**config.mk**
```make
export PLATFORM = sky130hd
export DESIGN_NAME = mailbox_semaphore_port
export DESIGN_NICKNAME = d
export VERILOG_FILES = /design/src/rtl/core/mbsp_pkg.sv /design/src/rtl/core/mbsp_chan.sv /design/src/rtl/core/mbsp_sema.sv /design/src/rtl/core/mailbox_semaphore_port.sv
export SDC_FILE = /design/constraint.sdc
export NUM_CORES = 1
export LEC_CHECK = 0
export BUFFER_PORTS_ARGS = -buffer_cell sky130_fd_sc_hd__buf_2
export CAP_MARGIN = 15
export CORE_AREA = 5 5 99 139
export CTS_CLUSTER_DIAMETER = 200
export DETAILED_ROUTE_END_ITERATION = 10
export DIE_AREA = 0 0 104 144
export GPL_ROUTABILITY_DRIVEN = 0
export PLACE_DENSITY = 0.74
export SYNTH_ARGS = -nofsm -noshare
export SYNTH_HDL_FRONTEND = slang
export SYNTH_SLANG_ARGS = --single-unit
```
**constraint.sdc**
```tcl
create_clock -name clk -period 2.4 [get_ports clk]
set_input_delay 0.36 -clock clk [delete_from_list [all_inputs] [get_ports clk]]
set_output_delay 0.36 -clock clk [all_outputs]
set_load 0.03 [all_outputs]
```
**src/rtl/core/mbsp_pkg.sv**
```systemverilog
package mbsp_pkg;

  typedef enum logic [2:0] {
    CMD_STATUS = 3'd0,
    CMD_SEND   = 3'd1,
    CMD_RECV   = 3'd2,
    CMD_SET    = 3'd3,
    CMD_CLEAR  = 3'd4
  } cmd_t;

  localparam int WordW = 16;
  localparam int FlagW = 3;

  typedef struct packed {
    logic [WordW-1:0] read_data;
    logic [FlagW-1:0] ready_flags;
    logic             data_event;
    logic [1:0]       event_channel;
    logic             bad_channel;
  } chan_res_t;

  typedef struct packed {
    logic [WordW-1:0] semaphore_bits;
    logic             signal_level;
    logic             semaphore_event;
  } sema_res_t;

endpackage

```
**src/rtl/core/mbsp_chan.sv**
```systemverilog
module mbsp_chan
  import mbsp_pkg::*;
#(
  parameter int NUM_CHANNELS = 3
) (
  input  logic             clk,
  input  logic             rst_n,
  input  logic             apply,
  input  cmd_t             cmd,
  input  logic [1:0]       channel,
  input  logic [WordW-1:0] value,
  output chan_res_t        res
);

  localparam int IdxW = (NUM_CHANNELS > 1) ? $clog2(NUM_CHANNELS) : 1;

  logic [WordW-1:0]        word_r [NUM_CHANNELS];
  logic [NUM_CHANNELS-1:0] ready_r;
  logic [NUM_CHANNELS-1:0] ready_nxt;
  logic [IdxW-1:0]         idx;
  logic                    ch_ok;
  logic                    is_send;
  logic                    is_recv;
  logic [FlagW-1:0]        flags;

  assign idx     = IdxW'(channel);
  assign ch_ok   = (32'(channel) < NUM_CHANNELS);
  assign is_send = (cmd == CMD_SEND);
  assign is_recv = (cmd == CMD_RECV);

  always_comb begin
    ready_nxt = ready_r;
    if (ch_ok && is_send) begin
      ready_nxt[idx] = 1'b1;
    end else if (ch_ok && is_recv) begin
      ready_nxt[idx] = 1'b0;
    end
  end

  always_ff @(posedge clk) begin
    if (!rst_n) begin
      ready_r <= '0;
      for (int i = 0; i < NUM_CHANNELS; i++) begin
        word_r[i] <= '0;
      end
    end else if (apply) begin
      ready_r <= ready_nxt;
      if (ch_ok && is_send) begin
        word_r[idx] <= value;
      end
    end
  end

  // only the first three channels are reported
  for (genvar g = 0; g < FlagW; g++) begin : g_flag
    if (g < NUM_CHANNELS) begin : g_on
      assign flags[g] = ready_nxt[g];
    end else begin : g_off
      assign flags[g] = 1'b0;
    end
  end

  always_comb begin
    res               = '0;
    res.ready_flags   = flags;
    res.read_data     = (ch_ok && is_recv) ? word_r[idx] : '0;
    res.data_event    = ch_ok && is_send;
    res.event_channel = (ch_ok && is_send) ? channel : 2'd0;
    res.bad_channel   = !ch_ok && (is_send || is_recv);
  end

endmodule

```
**src/rtl/core/mbsp_sema.sv**
```systemverilog
module mbsp_sema
  import mbsp_pkg::*;
(
  input  logic             clk,
  input  logic             rst_n,
  input  logic             apply,
  input  cmd_t             cmd,
  input  logic [WordW-1:0] value,
  input  logic             cfg_wr_en,
  input  logic [WordW-1:0] cfg_wr_data,
  output sema_res_t        res
);

  logic [WordW-1:0] mask_r;
  logic [WordW-1:0] sema_r;
  logic [WordW-1:0] sema_nxt;
  logic             sig_r;
  logic             sig_nxt;
  logic             sev;

  always_comb begin
    sema_nxt = sema_r;
    sig_nxt  = sig_r;
    sev      = 1'b0;
    unique case (cmd)
      CMD_SET: begin
        sema_nxt = sema_r | value;
        if (|(sema_nxt & ~mask_r)) begin
          sev     = 1'b1;
          sig_nxt = 1'b1;
        end
      end
      CMD_CLEAR: begin
        sema_nxt = sema_r & ~value;
        // recompute the signal from what is left unmasked
        sig_nxt  = |(sema_nxt & ~mask_r);
      end
      default: begin
      end
    endcase
  end

  always_ff @(posedge clk) begin
    if (!rst_n) begin
      mask_r <= '0;
      sema_r <= '0;
      sig_r  <= 1'b0;
    end else begin
      if (cfg_wr_en) begin
        mask_r <= cfg_wr_data;
      end
      if (apply) begin
        sema_r <= sema_nxt;
        sig_r  <= sig_nxt;
      end
    end
  end

  always_comb begin
    res.semaphore_bits  = sema_nxt;
    res.signal_level    = sig_nxt;
    res.semaphore_event = sev;
  end

endmodule

```
**src/rtl/core/mailbox_semaphore_port.sv**
```systemverilog
// Mailbox port with NUM_CHANNELS 16-bit data channels and a 16-bit semaphore.
// Input channel: in_valid/in_ready carry one item (cmd, channel, value).
// Result channel: out_valid/out_ready carry exactly one result per item,
// in order: read data, ready flags, semaphore, signal and event pulses.
// Configuration: cfg_wr_en/cfg_wr_data write the semaphore mask at once;
// write it only while no item is in flight.
// Path: an accepted item is latched in the input register, processed by the
// channel and semaphore logic, and its result is latched in the result
// register, which drives out_valid; while out_ready is low and a result is
// waiting, the item stays in the input register.
// Throughput: one item per cycle while out_ready is high; the state update
// is a single short pass between input register and result register.
// Stall: when out_ready is low the result holds, the input register holds
// one more item, and in_ready drops once both are full.
// Reset (rst_n low, synchronous): clears channel words, ready flags,
// semaphore, signal, mask and all valid bits.
module mailbox_semaphore_port
  import mbsp_pkg::*;
#(
  parameter int NUM_CHANNELS = 3
) (
  input  logic             clk,
  input  logic             rst_n,
  input  logic             in_valid,
  output logic             in_ready,
  input  logic [2:0]       in_cmd,
  input  logic [1:0]       in_channel,
  input  logic [WordW-1:0] in_value,
  output logic             out_valid,
  input  logic             out_ready,
  output logic [WordW-1:0] out_read_data,
  output logic [FlagW-1:0] out_ready_flags,
  output logic [WordW-1:0] out_semaphore_bits,
  output logic             out_signal_level,
  output logic             out_data_event,
  output logic [1:0]       out_event_channel,
  output logic             out_semaphore_event,
  output logic             out_bad_channel,
  input  logic             cfg_wr_en,
  input  logic [WordW-1:0] cfg_wr_data
);

  logic             s1_v_r;
  logic [2:0]       s1_cmd_r;
  logic [1:0]       s1_ch_r;
  logic [WordW-1:0] s1_val_r;
  logic             out_v_r;
  chan_res_t        chan_res;
  chan_res_t        chan_r;
  sema_res_t        sema_res;
  sema_res_t        sema_r;
  logic             adv;
  logic             apply;
  cmd_t             s1_cmd;

  assign adv      = !out_v_r || out_ready;
  assign apply    = s1_v_r && adv;
  assign in_ready = !s1_v_r || adv;
  assign s1_cmd   = cmd_t'(s1_cmd_r);

  always_ff @(posedge clk) begin
    if (!rst_n) begin
      s1_v_r  <= 1'b0;
      out_v_r <= 1'b0;
    end else begin
      if (in_ready) begin
        s1_v_r <= in_valid;
      end
      if (adv) begin
        out_v_r <= s1_v_r;
      end
    end
  end

  always_ff @(posedge clk) begin
    if (in_valid && in_ready) begin
      s1_cmd_r <= in_cmd;
      s1_ch_r  <= in_channel;
      s1_val_r <= in_value;
    end
    if (apply) begin
      chan_r <= chan_res;
      sema_r <= sema_res;
    end
  end

  mbsp_chan #(
    .NUM_CHANNELS(NUM_CHANNELS)
  ) u_chan (
    .clk    (clk),
    .rst_n  (rst_n),
    .apply  (apply),
    .cmd    (s1_cmd),
    .channel(s1_ch_r),
    .value  (s1_val_r),
    .res    (chan_res)
  );

  mbsp_sema u_sema (
    .clk        (clk),
    .rst_n      (rst_n),
    .apply      (apply),
    .cmd        (s1_cmd),
    .value      (s1_val_r),
    .cfg_wr_en  (cfg_wr_en),
    .cfg_wr_data(cfg_wr_data),
    .res        (sema_res)
  );

  assign out_valid           = out_v_r;
  assign out_read_data       = chan_r.read_data;
  assign out_ready_flags     = chan_r.ready_flags;
  assign out_data_event      = chan_r.data_event;
  assign out_event_channel   = chan_r.event_channel;
  assign out_bad_channel     = chan_r.bad_channel;
  assign out_semaphore_bits  = sema_r.semaphore_bits;
  assign out_signal_level    = sema_r.signal_level;
  assign out_semaphore_event = sema_r.semaphore_event;

  a_event_excl: assert property (@(posedge clk) disable iff (!rst_n)
    out_valid |-> !(out_data_event && out_bad_channel) &&
                  !(out_data_event && out_semaphore_event))
    else $error("data event together with another flag");

  a_sev_signal: assert property (@(posedge clk) disable iff (!rst_n)
    (out_valid && out_semaphore_event) |-> out_signal_level)
    else $error("semaphore event without signal");

  a_evch_zero: assert property (@(posedge clk) disable iff (!rst_n)
    (out_valid && !out_data_event) |-> (out_event_channel == 2'd0))
    else $error("event channel set without data event");

  a_evch_range: assert property (@(posedge clk) disable iff (!rst_n)
    (out_valid && out_data_event) |-> (32'(out_event_channel) < NUM_CHANNELS))
    else $error("data event on channel out of range");

  a_apply: assert property (@(posedge clk) disable iff (!rst_n)
    (s1_v_r && !adv) |=> s1_v_r)
    else $error("input register lost an item during stall");

endmodule
```
==> impl_results.md <==
* Tightest slew margin relative to the limit at 42.50%
* Slew @ Worst Pin at 859.3 ps
* Vias in the first global route at 4176
* Starting utilization of the core area at 49.33%
* # port buffers at 84
* Hold_sp: in_value[14]
* Maximum Capacitance Violations at 0
* Result of the run: finished clean
* Arrival time worst endpoint at 2450 ps
* EDFF count, synth at 110
* Overall fraction of global-route tracks in use at 18.16%
* Final layout net count at ~640
* Die Span Y at 144 um
* DRT Wirelength at approximately 13 mm
* Overall via count from detail_route at 4201
* Initial antenna violation count at 0
* Cell with the most instances after synthesis: edfxtp_1
* Residual DRC at 0
* Startpoint type of the worst setup path: register
* Number of distinct standard cells referenced by the synthesized netlist at 40
* Post-synthesis cell area at 6170 um^2
* TritonCTS clock tree: built
* Worst R2R Setup Slack at 230 ps
* Final-report hold violation count at 0
* Switching part of the total power at 23.63%
* Clock slew at the register clock pins of the worst setup and hold paths at 60 ps
* I/O pin cnt at 85
* Number of warning messages in the yosys log at 0
* Largest voltage drop on the vdd net at just over 500 uV
* Portion of total power attributed to sequential cells at approximately 50%
* Most instantiated flip-flop cell in the synthesis netlist: edfxtp_1
* Per-cell via count in the routed design at 5.506
* Peak fanout along the critical path at 16
* Endpoint of the worst hold path: s1_val_r[14]$_DFFE_PP_
* Post-route clock skew at approximately 5.7 ps
* Number of cells on the worst hold path at 1
* Instance count of the mapped netlist at 505
* Placed wire-length estimate after detailed placement at between 9 and 10 mm
* Count of standard-cell rows at 49
* # setup viols final at 0
* TritonCTS Buffers at 17
* Global-route wire length before repair at approximately 21 mm
* Leakage at 2.852 nW
* Top cells by area in the synthesized netlist: edfxtp_1 54%, dfxtp_1 12%, nor2_1 6.1%
* Leading post-synthesis cells by instance count: 110 x edfxtp_1, 100 x nor2_1, 50 x and2_1, 38 x dfxtp_1, 32 x mux2i_1
* Comb power frac at 8.0%
* Power density over the cells at around 810 nW/um^2
* Data required time of the critical path at approximately 2700 ps
* Detail Route Antenna Nets at 0
* Initial DRC count at 303
* Start-to-end type of the worst setup path: reg -> reg
* Width of the die at 104 um
* Clock network fraction of total power at 41.9%
* Switching component of the power at 1.405 mW
* Root Driver: clkbuf_16
* Average wire per cell in the routed design at 17.36 um
* Average cell area after synthesis at between 10 and 15 um^2
* Path category of the worst min-delay check: in -> reg
* Hold Buf Count CTS at 0
* Leading area contributor after synthesis: edfxtp_1
* Fraction of the yosys area taken by sequential cells at between 60% and 70%
* Core Box Area at 12510 um^2
* Antenna diode count at 0
* Post-layout minimum cycle time at 2172 ps
* Deepest level of the CTS H-tree at 4
* Setup repair after global routing missed its margin: no
* #FFs+latches synth at approximately 150
* Internal portion of total power at 4.541 mW
* Synthesized net count at 547
* Die Footprint at 14980 um^2
* Crit. End Element: register
* # fillers at 1029
* Pin count of the biggest net entering global routing at 63
* Final slew viol count at 0
* Post-placement cell count at 731
* Worst skew pair latency at about 420 ps
* Share of cells above drive strength 1 at 22.62%
* Area growth, synth to finish at 18.84%
* R2R cell count at 4
* Buffer levels on the longest clock path at 2
* Grt total ovfl at 0
* Yosys top cell area share at 53.54%
* Drt pass-1 iters at 8
* Worst reg2reg startpoint: s1_cmd[0]$_DFFE_PP_
* Peak clock frequency supported by timing at 0.4604 GHz
* Share of async-settable or async-resettable flops after synthesis at 0%
* Period Utilization, post-route at 90.50%
* Count of clock tree sinks at ~150
* Setup total negative slack at 0 ps
* Number of non-filler instances in the completed layout at 763
* Endpoint of the most critical register-to-register path: u_chan.word_r[1][4]$_SDFFCE_PN0P_
## repair_timing
item                       CTS  global route
buffers inserted             0             0
gates resized for setup      0             1
setup endpoints to repair    0             5
## cells by family after synthesis
family / share of synthesized area [%]
muxes: 5.192
buffers and inverters: 2.271
and+or+nand+nor: 18.72
AOI/OAI and AO/OA: 7.808
DFF: 65.87
xor gates and xnor gates: 0.1420
## registers in the layout (all words and copies together), names as in the netlist, 16 cells and up
name / flops
s1_val_r: 16
out_semaphore_bits: 16
out_read_data: 16
u_sema.mask_r: 16
u_chan.word_r: 48
u_sema.sema_r: 16
## per-layer routing
| metal | routed length, um | track usage [%] |
|---|---|---|
| met3 | 865 | 5.538 |
| met1 | 5143 | 20.72 |
| met4 | 337 | 7.913 |
| met5 | 0 | 0 |
| met2 | 6900 | 31.69 |
## power by group through the flow
stage | sequential [mW] | clock, mW | combinational, mW
floorplan | 3.07 | 0 | 0.258
global placement | 3.02 | 0 | 0.465
detailed placement | 3.03 | 0 | 0.478
CTS | 2.98 | 2.52 | 0.480
global route | 2.99 | 2.64 | 0.518
finish | 2.98 | 2.49 | 0.477
## critical path, stage by stage (launching register included)
cell      delay, ps
edfxtp_1        530
nor2b_4         270
nand4b_1        270
nor2_1          740
and2_1          240
## per-stage QoR
stage          area (um^2)  hold WS, ps  power, mW  setup WS [ps]  util (%)
2_1_floorplan         6170        456.3      3.332         -213.2         -
3_3_place_gp          6765        472.5      3.487          446.3     54.09
3_5_place_dp          6765        479.9      3.506          263.1     54.09
4_1_cts               7330        103.3      5.980          234.6     58.60
5_1_grt               7332        92.63      6.152          4.803     58.62
6_report              7332        116.5      5.946          228.0     58.62
## final cells by class
class                   count  area (um^2)  area share (%)
clock buffers              21        460.4           6.280
clock inverters            11        103.9           1.416
inverters                   3        11.26          0.1536
multi-input cells         328         1968           26.84
flip-flops and latches    148         4064           55.43
well taps                 153        191.4           2.611
repair buffers             99        533.0           7.270
## how the worst max path moves through the flow
stage	start	to	slack [ps]	cells past startpoint
after global routing	s1_cmd[0]$_DFFE_PP_	u_chan.word_r[1][0]$_SDFFCE_PN0P_	5	4
after global placement	s1_val_r[1]$_DFFE_PP_	out_signal_level$_DFFE_PN_	450	5
after CTS	s1_cmd[0]$_DFFE_PP_	u_chan.word_r[2][10]$_SDFFCE_PN0P_	230	4
after detailed placement	s1_cmd[0]$_DFFE_PP_	u_chan.word_r[2][10]$_SDFFCE_PN0P_	260	4
final	s1_cmd[0]$_DFFE_PP_	u_chan.word_r[1][4]$_SDFFCE_PN0P_	230	4
after floorplan	out_valid$_SDFFE_PN0P_	u_chan.word_r[1][0]$_SDFFCE_PN0P_	-210	5
## layout by cell type (no fill, tap or decap), types with 3 or more instances in the layout
cell	count
clkinvlp_4	5
a22oi_1	7
nand2_1	26
a22o_1	16
buf_2	84
o21ai_0	5
mux2i_1	32
a21oi_1	20
edfxtp_1	110
o22ai_1	6
a21boi_0	3
nor2b_1	18
buf_4	15
clkbuf_16	17
and2_1	50
nor3b_1	16
nand2b_1	6
nor2_1	99
dfxtp_1	38
Note: power is estimated with default switching activity, not from simulation.
